===== config.mk =====
export PLATFORM = sky130hd
export DESIGN_NAME = mvdi_seq
export DESIGN_NICKNAME = d
export VERILOG_FILES = /design/src/mvdi_pkg.sv /design/src/mvdi_seq.sv
export SDC_FILE = /design/constraint.sdc
export NUM_CORES = 1
export LEC_CHECK = 0
export BUFFER_PORTS_ARGS = -buffer_cell sky130_fd_sc_hd__buf_2
export CORE_AREA = 2 2 128 130
export DETAILED_ROUTE_END_ITERATION = 8
export DIE_AREA = 0 0 130 132
export PLACE_DENSITY = 0.76
export REMOVE_ABC_BUFFERS = 1
export SYNTH_ARGS = -nofsm -noshare
export SYNTH_HDL_FRONTEND = slang
export SYNTH_SLANG_ARGS = --single-unit

===== constraint.sdc =====
create_clock -name clk_i -period 4.9 [get_ports clk_i]
set_input_delay 0.735 -clock clk_i [delete_from_list [all_inputs] [get_ports clk_i]]
set_output_delay 0.735 -clock clk_i [all_outputs]
set_load 0.05 [all_outputs]

===== src/mvdi_pkg.sv =====
// Package for the mesh vertex dedup indexer: field widths, vertex and result
// types and the sequencer state type. No dependencies.
package mvdi_pkg;

  localparam int unsigned COORD_W         = 32;
  localparam int unsigned IDX_OUT_W       = 10;
  localparam int unsigned CORNER_W        = 2;
  localparam int unsigned TABLE_DEPTH_DEF = 1024;

  localparam logic [CORNER_W-1:0] CORNER_FIRST = 2'd0;
  localparam logic [CORNER_W-1:0] CORNER_LAST  = 2'd2;

  typedef struct packed {
    logic [COORD_W-1:0] x;
    logic [COORD_W-1:0] y;
    logic [COORD_W-1:0] z;
  } vertex_t;

  typedef struct packed {
    logic [IDX_OUT_W-1:0] vertex_index;
    logic                 is_new;
    logic [CORNER_W-1:0]  corner;
    logic                 triangle_done;
    logic                 table_full;
  } result_t;

  typedef enum logic [1:0] {
    SEQ_IDLE,
    SEQ_SCAN,
    SEQ_DONE
  } seq_state_e;

endpackage


===== src/mvdi_seq.sv =====
// Scan sequencer: holds the request vertex, walks the table one entry per cycle
// through the shared comparator, appends misses and tracks the corner count.
// Depends on mvdi_pkg.
module mvdi_seq
  import mvdi_pkg::*;
#(
  parameter int unsigned TABLE_DEPTH = TABLE_DEPTH_DEF,
  localparam int unsigned IDX_W = $clog2(TABLE_DEPTH),
  localparam int unsigned CNT_W = $clog2(TABLE_DEPTH + 1)
) (
  input  logic             clk_i,
  input  logic             rst_ni,
  input  logic             in_valid_i,
  output logic             in_ready_o,
  input  vertex_t          in_vertex_i,
  output logic             rd_en_o,
  output logic [IDX_W-1:0] rd_addr_o,
  input  vertex_t          rd_data_i,
  output logic             wr_en_o,
  output logic [IDX_W-1:0] wr_addr_o,
  output vertex_t          wr_data_o,
  output logic             res_valid_o,
  input  logic             res_ready_i,
  output result_t          res_o
);

  seq_state_e          state_q, state_d;
  logic [CNT_W-1:0]    count_q, count_d;
  logic [CNT_W-1:0]    issue_q, issue_d;
  logic                cmp_vld_q, cmp_vld_d;
  logic [IDX_W-1:0]    cmp_idx_q, cmp_idx_d;
  logic                hit_q, hit_d;
  logic [IDX_W-1:0]    hit_idx_q, hit_idx_d;
  logic [CORNER_W-1:0] corner_q, corner_d;
  vertex_t             vertex_q, vertex_d;

  logic                match;
  logic                room;
  logic [IDX_W-1:0]    res_idx;
  logic [IDX_W+IDX_OUT_W-1:0] res_idx_ext;

  assign match = cmp_vld_q && (rd_data_i == vertex_q);
  assign room  = count_q < CNT_W'(TABLE_DEPTH);
  assign res_idx_ext = {{IDX_OUT_W{1'b0}}, res_idx};

  always_comb begin
    state_d   = state_q;
    count_d   = count_q;
    issue_d   = issue_q;
    cmp_vld_d = 1'b0;
    cmp_idx_d = cmp_idx_q;
    hit_d     = hit_q;
    hit_idx_d = hit_idx_q;
    corner_d  = corner_q;
    vertex_d  = vertex_q;
    in_ready_o  = 1'b0;
    rd_en_o     = 1'b0;
    rd_addr_o   = issue_q[IDX_W-1:0];
    wr_en_o     = 1'b0;
    wr_addr_o   = count_q[IDX_W-1:0];
    wr_data_o   = vertex_q;
    res_valid_o = 1'b0;
    res_idx     = hit_idx_q;
    if (!hit_q) begin
      res_idx = room ? count_q[IDX_W-1:0] : IDX_W'(TABLE_DEPTH - 1);
    end
    res_o.vertex_index  = res_idx_ext[IDX_OUT_W-1:0];
    res_o.is_new        = !hit_q && room;
    res_o.corner        = corner_q;
    res_o.triangle_done = corner_q == CORNER_LAST;
    res_o.table_full    = !hit_q && !room;

    case (state_q)
      SEQ_IDLE: begin
        in_ready_o = 1'b1;
        if (in_valid_i) begin
          vertex_d = in_vertex_i;
          issue_d  = '0;
          hit_d    = 1'b0;
          state_d  = SEQ_SCAN;
        end
      end
      SEQ_SCAN: begin
        if (match) begin
          hit_d     = 1'b1;
          hit_idx_d = cmp_idx_q;
          state_d   = SEQ_DONE;
        end else if (issue_q < count_q) begin
          rd_en_o   = 1'b1;
          cmp_vld_d = 1'b1;
          cmp_idx_d = issue_q[IDX_W-1:0];
          issue_d   = issue_q + 1'b1;
        end else if (!cmp_vld_q) begin
          state_d = SEQ_DONE;
        end
      end
      SEQ_DONE: begin
        res_valid_o = 1'b1;
        if (res_ready_i) begin
          if (!hit_q && room) begin
            wr_en_o = 1'b1;
            count_d = count_q + 1'b1;
          end
          corner_d = (corner_q >= CORNER_LAST) ? CORNER_FIRST : corner_q + 1'b1;
          state_d  = SEQ_IDLE;
        end
      end
      default: begin
        state_d = SEQ_IDLE;
      end
    endcase
  end

  always_ff @(posedge clk_i or negedge rst_ni) begin
    if (!rst_ni) begin
      state_q   <= SEQ_IDLE;
      count_q   <= '0;
      issue_q   <= '0;
      cmp_vld_q <= 1'b0;
      hit_q     <= 1'b0;
      corner_q  <= CORNER_FIRST;
    end else begin
      state_q   <= state_d;
      count_q   <= count_d;
      issue_q   <= issue_d;
      cmp_vld_q <= cmp_vld_d;
      hit_q     <= hit_d;
      corner_q  <= corner_d;
    end
  end

  always_ff @(posedge clk_i) begin
    cmp_idx_q <= cmp_idx_d;
    hit_idx_q <= hit_idx_d;
    vertex_q  <= vertex_d;
  end

  a_count_bound: assert property (@(posedge clk_i) disable iff (!rst_ni)
    count_q <= CNT_W'(TABLE_DEPTH))
    else $error("vertex count exceeds table depth");

  a_write_on_commit: assert property (@(posedge clk_i) disable iff (!rst_ni)
    wr_en_o |-> (state_q == SEQ_DONE) && res_ready_i && !hit_q)
    else $error("table written outside a committed miss");

  a_idle_no_compare: assert property (@(posedge clk_i) disable iff (!rst_ni)
    (state_q == SEQ_IDLE) |-> !cmp_vld_q)
    else $error("compare pending while idle");

  a_new_bumps_count: assert property (@(posedge clk_i) disable iff (!rst_ni)
    (res_valid_o && res_ready_i && res_o.is_new) |=> count_q == $past(count_q) + 1'b1)
    else $error("new vertex did not advance the count");

  a_new_full_excl: assert property (@(posedge clk_i) disable iff (!rst_ni)
    res_valid_o |-> !(res_o.is_new && res_o.table_full))
    else $error("result both new and full");

endmodule


==> run summary <==
Antenna violations before repair: 7
Finished Core Util: 0.583
Port Buf Inserts: 330
Skew-Pair Late Insertion Delay: 420 ps
Leakage: 4.08 nW
Post-synth top area share: 0.511
DRT Pass-1 Iters: 5
Number of global-route vias before repair: 5451
Layout cells sized above 1: 0.436
Max H-tree Level: 4
Crit. End Element: primary output
Starting DRC count in detailed routing: 304
RR Endpoint: hit_idx_q[5]
Clock Skew: 10.8 ps
I/O pin count: 331
Worst-path clk slew: 60 ps
Max Slew Vio Count: 0
CORE AREA: 15700 sq um
R2R cell count: 6
GRT Total Usage: 0.239
Synthesized flop and latch total: 144
Row count: 46
Synth Instances: 542
Largest net degree at the start of global routing: 64
Die Width: 130 um
Initial core utilization: 0.434
Area leader, netlist: edfxtp_1
Asr flop ratio synth: 0.194
DRC violation count after routing: 0
Number of enable flip-flop cells after synthesis: 116
Min-delay worst type: in -> async
Worst R2R Setup Slack: 1950 ps
Synthesized area per cell: 12.6 sq um
Area Growth Syn to Fin: 34.4%
# nets final: 1075
First-pass GRT wire length: 30200 um
Synth warn: 0
Final Cell Area: 9170 sq um
Setup repair bufs after CTS: 0
Least-Margin Pin Slew: 892 ps
WP data required: 4160 ps
CTS tree: yes
Placer Congestion: 0.879
PostCTS Resize Cnt: 0
Cts hold-fix bufs: 0
Via/cell ratio: 4.95
Area contributors post-synth: edfxtp_1 51%, dfrtp_1 10%, xor2_1 5.5%, nand2b_1 3.9%, xnor2_1 3.2%
Final setup viols: 0
WL final: 20500 um
Worst ir drop on vdd: 0.239 mV
Max Fclk: 283 MHz
Post-synth cell types: 53
CTS Buf Count: 17
Setup TNS Final: 0 ps
Final Hold Viols: 0
Rel. slew slack: 0.403
Via count: 5460
Dpl ws: 1380 ps
Tmin final: 3530 ps
CTS Buffer Depth: 2
Outcome: finished, final reports clean
RSZ-0062 raised after global routing: no
Final worst setup slack: 1370 ps
Final Cycle Share: 0.720
HPWL after detailed placement: 16600 um
Clock sink count: 144
Kind of start point of the critical path: register
Die footprint: 17200 sq um
R2r startpoint: wr_data_o[62]
Cell Pwr Density: 425 nW/um^2
Worst path arrival time: 2790 ps
Worst Path Max Fanout: 15
Post-synthesis cell area: 6820 sq um
Area post-placement: 8570 sq um
Die span in y: 132 um
Total of max-cap violations: 0
Synth Flop Type: edfxtp_1
ANT nets after route: 0
Register area share after synthesis: 0.614
WL/cell: 18.6 um
Overflow after GRT: 0
Root buffer cell: clkbuf_16
Setup CP Type: reg -> out
[report_power, final]
group / leakage [nW] / switching (mW) / internal [mW] / total [mW]
Clock: 0.283 / 0.527 / 0.755 / 1.28
Combinational: 2.37 / 0.688 / 0.278 / 0.966
Sequential: 1.43 / 0.136 / 1.51 / 1.65
Total: 4.08 / 1.35 / 2.54 / 3.89
[final cells by class]
cell class | count | area, sq um
Antenna cell | 6 | 15.0
Clock buffer | 17 | 425
Clock inverter | 15 | 155
Fill cell | 1359 | 6550
Inverter | 34 | 130
Multi-Input combinational cell | 339 | 2330
Sequential cell | 144 | 4180
Tap cell | 216 | 270
Timing Repair Buffer | 331 | 1660
[stage by stage]
step / hold slack (ps) / std cells / total power [mW]
finish: 338 / 1102 / 3.89
global route: 387 / 1098 / 4.05
CTS: 355 / 1096 / 3.92
detailed placement: 405 / 1064 / 2.64
global placement: 401 / 1064 / 2.62
floorplan: 400 / 517 / 2.31
[registers in the layout, indices dropped and copies added (netlist names)]
register and count:
wr_data_o 96, count_q 11, issue_q 11, cmp_idx_q 10, hit_idx_q 10, corner_q 2
state_q 2, cmp_vld_q 1, hit_q 1
[critical path, cell delays in order, from the launching register on]
cell and delay [ps]:
edfxtp_1 460, xor2_1 190, or4_1 510, nand4bb_1 210, nor4_1 300, and4_4 380
nor2_2 90, buf_2 230
[layer usage]
layer  wire length (um)  vias up  global-route usage
met1               7190     2589               0.252
met2              11100      222               0.434
met5                  7        -                   0
li1                   -     2611                   -
met3               1760       36              0.0929
met4                446        2              0.0735
[layout by cell type, fill, tap and decap left out, types with 7 or more instances in the layout]
master and n:
clkbuf_16 17, xnor2_1 25, ha_1 12, nand4_1 23, dfrtp_1 28, nor2b_1 11, a21oi_1 7, xor2_1 43
nand2_1 37, nor4_1 16, nor2_1 26, inv_1 33, nand3_1 12, o21ai_0 12, edfxtp_1 116, nand2b_1 43
buf_2 330
[synthesized netlist by cell type (all sizes together) (4+ instances only)]
cell / count
nand2b: 43
nor2b: 11
nor2: 27
dfrtp: 28
ha: 12
or4: 9
xnor2: 25
o21ai: 14
inv: 34
buf: 21
mux2i: 5
nand3: 12
clkbuf: 4
xor2: 43
edfxtp: 116
nand2: 38
a21oi: 7
o2111ai: 5
a21o: 4
or2b: 4
o22ai: 5
nand4: 23
nor4: 18
and3: 5
nor3: 5
[how the worst max path moves through the flow]
stage | start | endpoint | cells after the start
after floorplan | state_q[0] | issue_q[9] | 6
after global placement | rd_data_i[62] | rd_en_o | 8
after detailed placement | rd_data_i[62] | rd_en_o | 8
after CTS | wr_data_o[62] | rd_en_o | 7
after global routing | wr_data_o[77] | rd_en_o | 7
final | wr_data_o[48] | rd_en_o | 7
[cell families (layout without fill, tap and decap cells)]
family,after synthesis,count (layout),synth area share
multiplexers,7,7,0.0106
adder cells (fa/ha/maj),12,12,0.0220
buffers and inverters,59,397,0.0451
AO/OA/AOI/OAI,50,50,0.0499
AND/OR/NAND/NOR,202,202,0.171
other,0,6,0
flip-flops,144,144,0.614
XOR/XNOR,68,68,0.0873
Power figures use the tool's default switching activity.
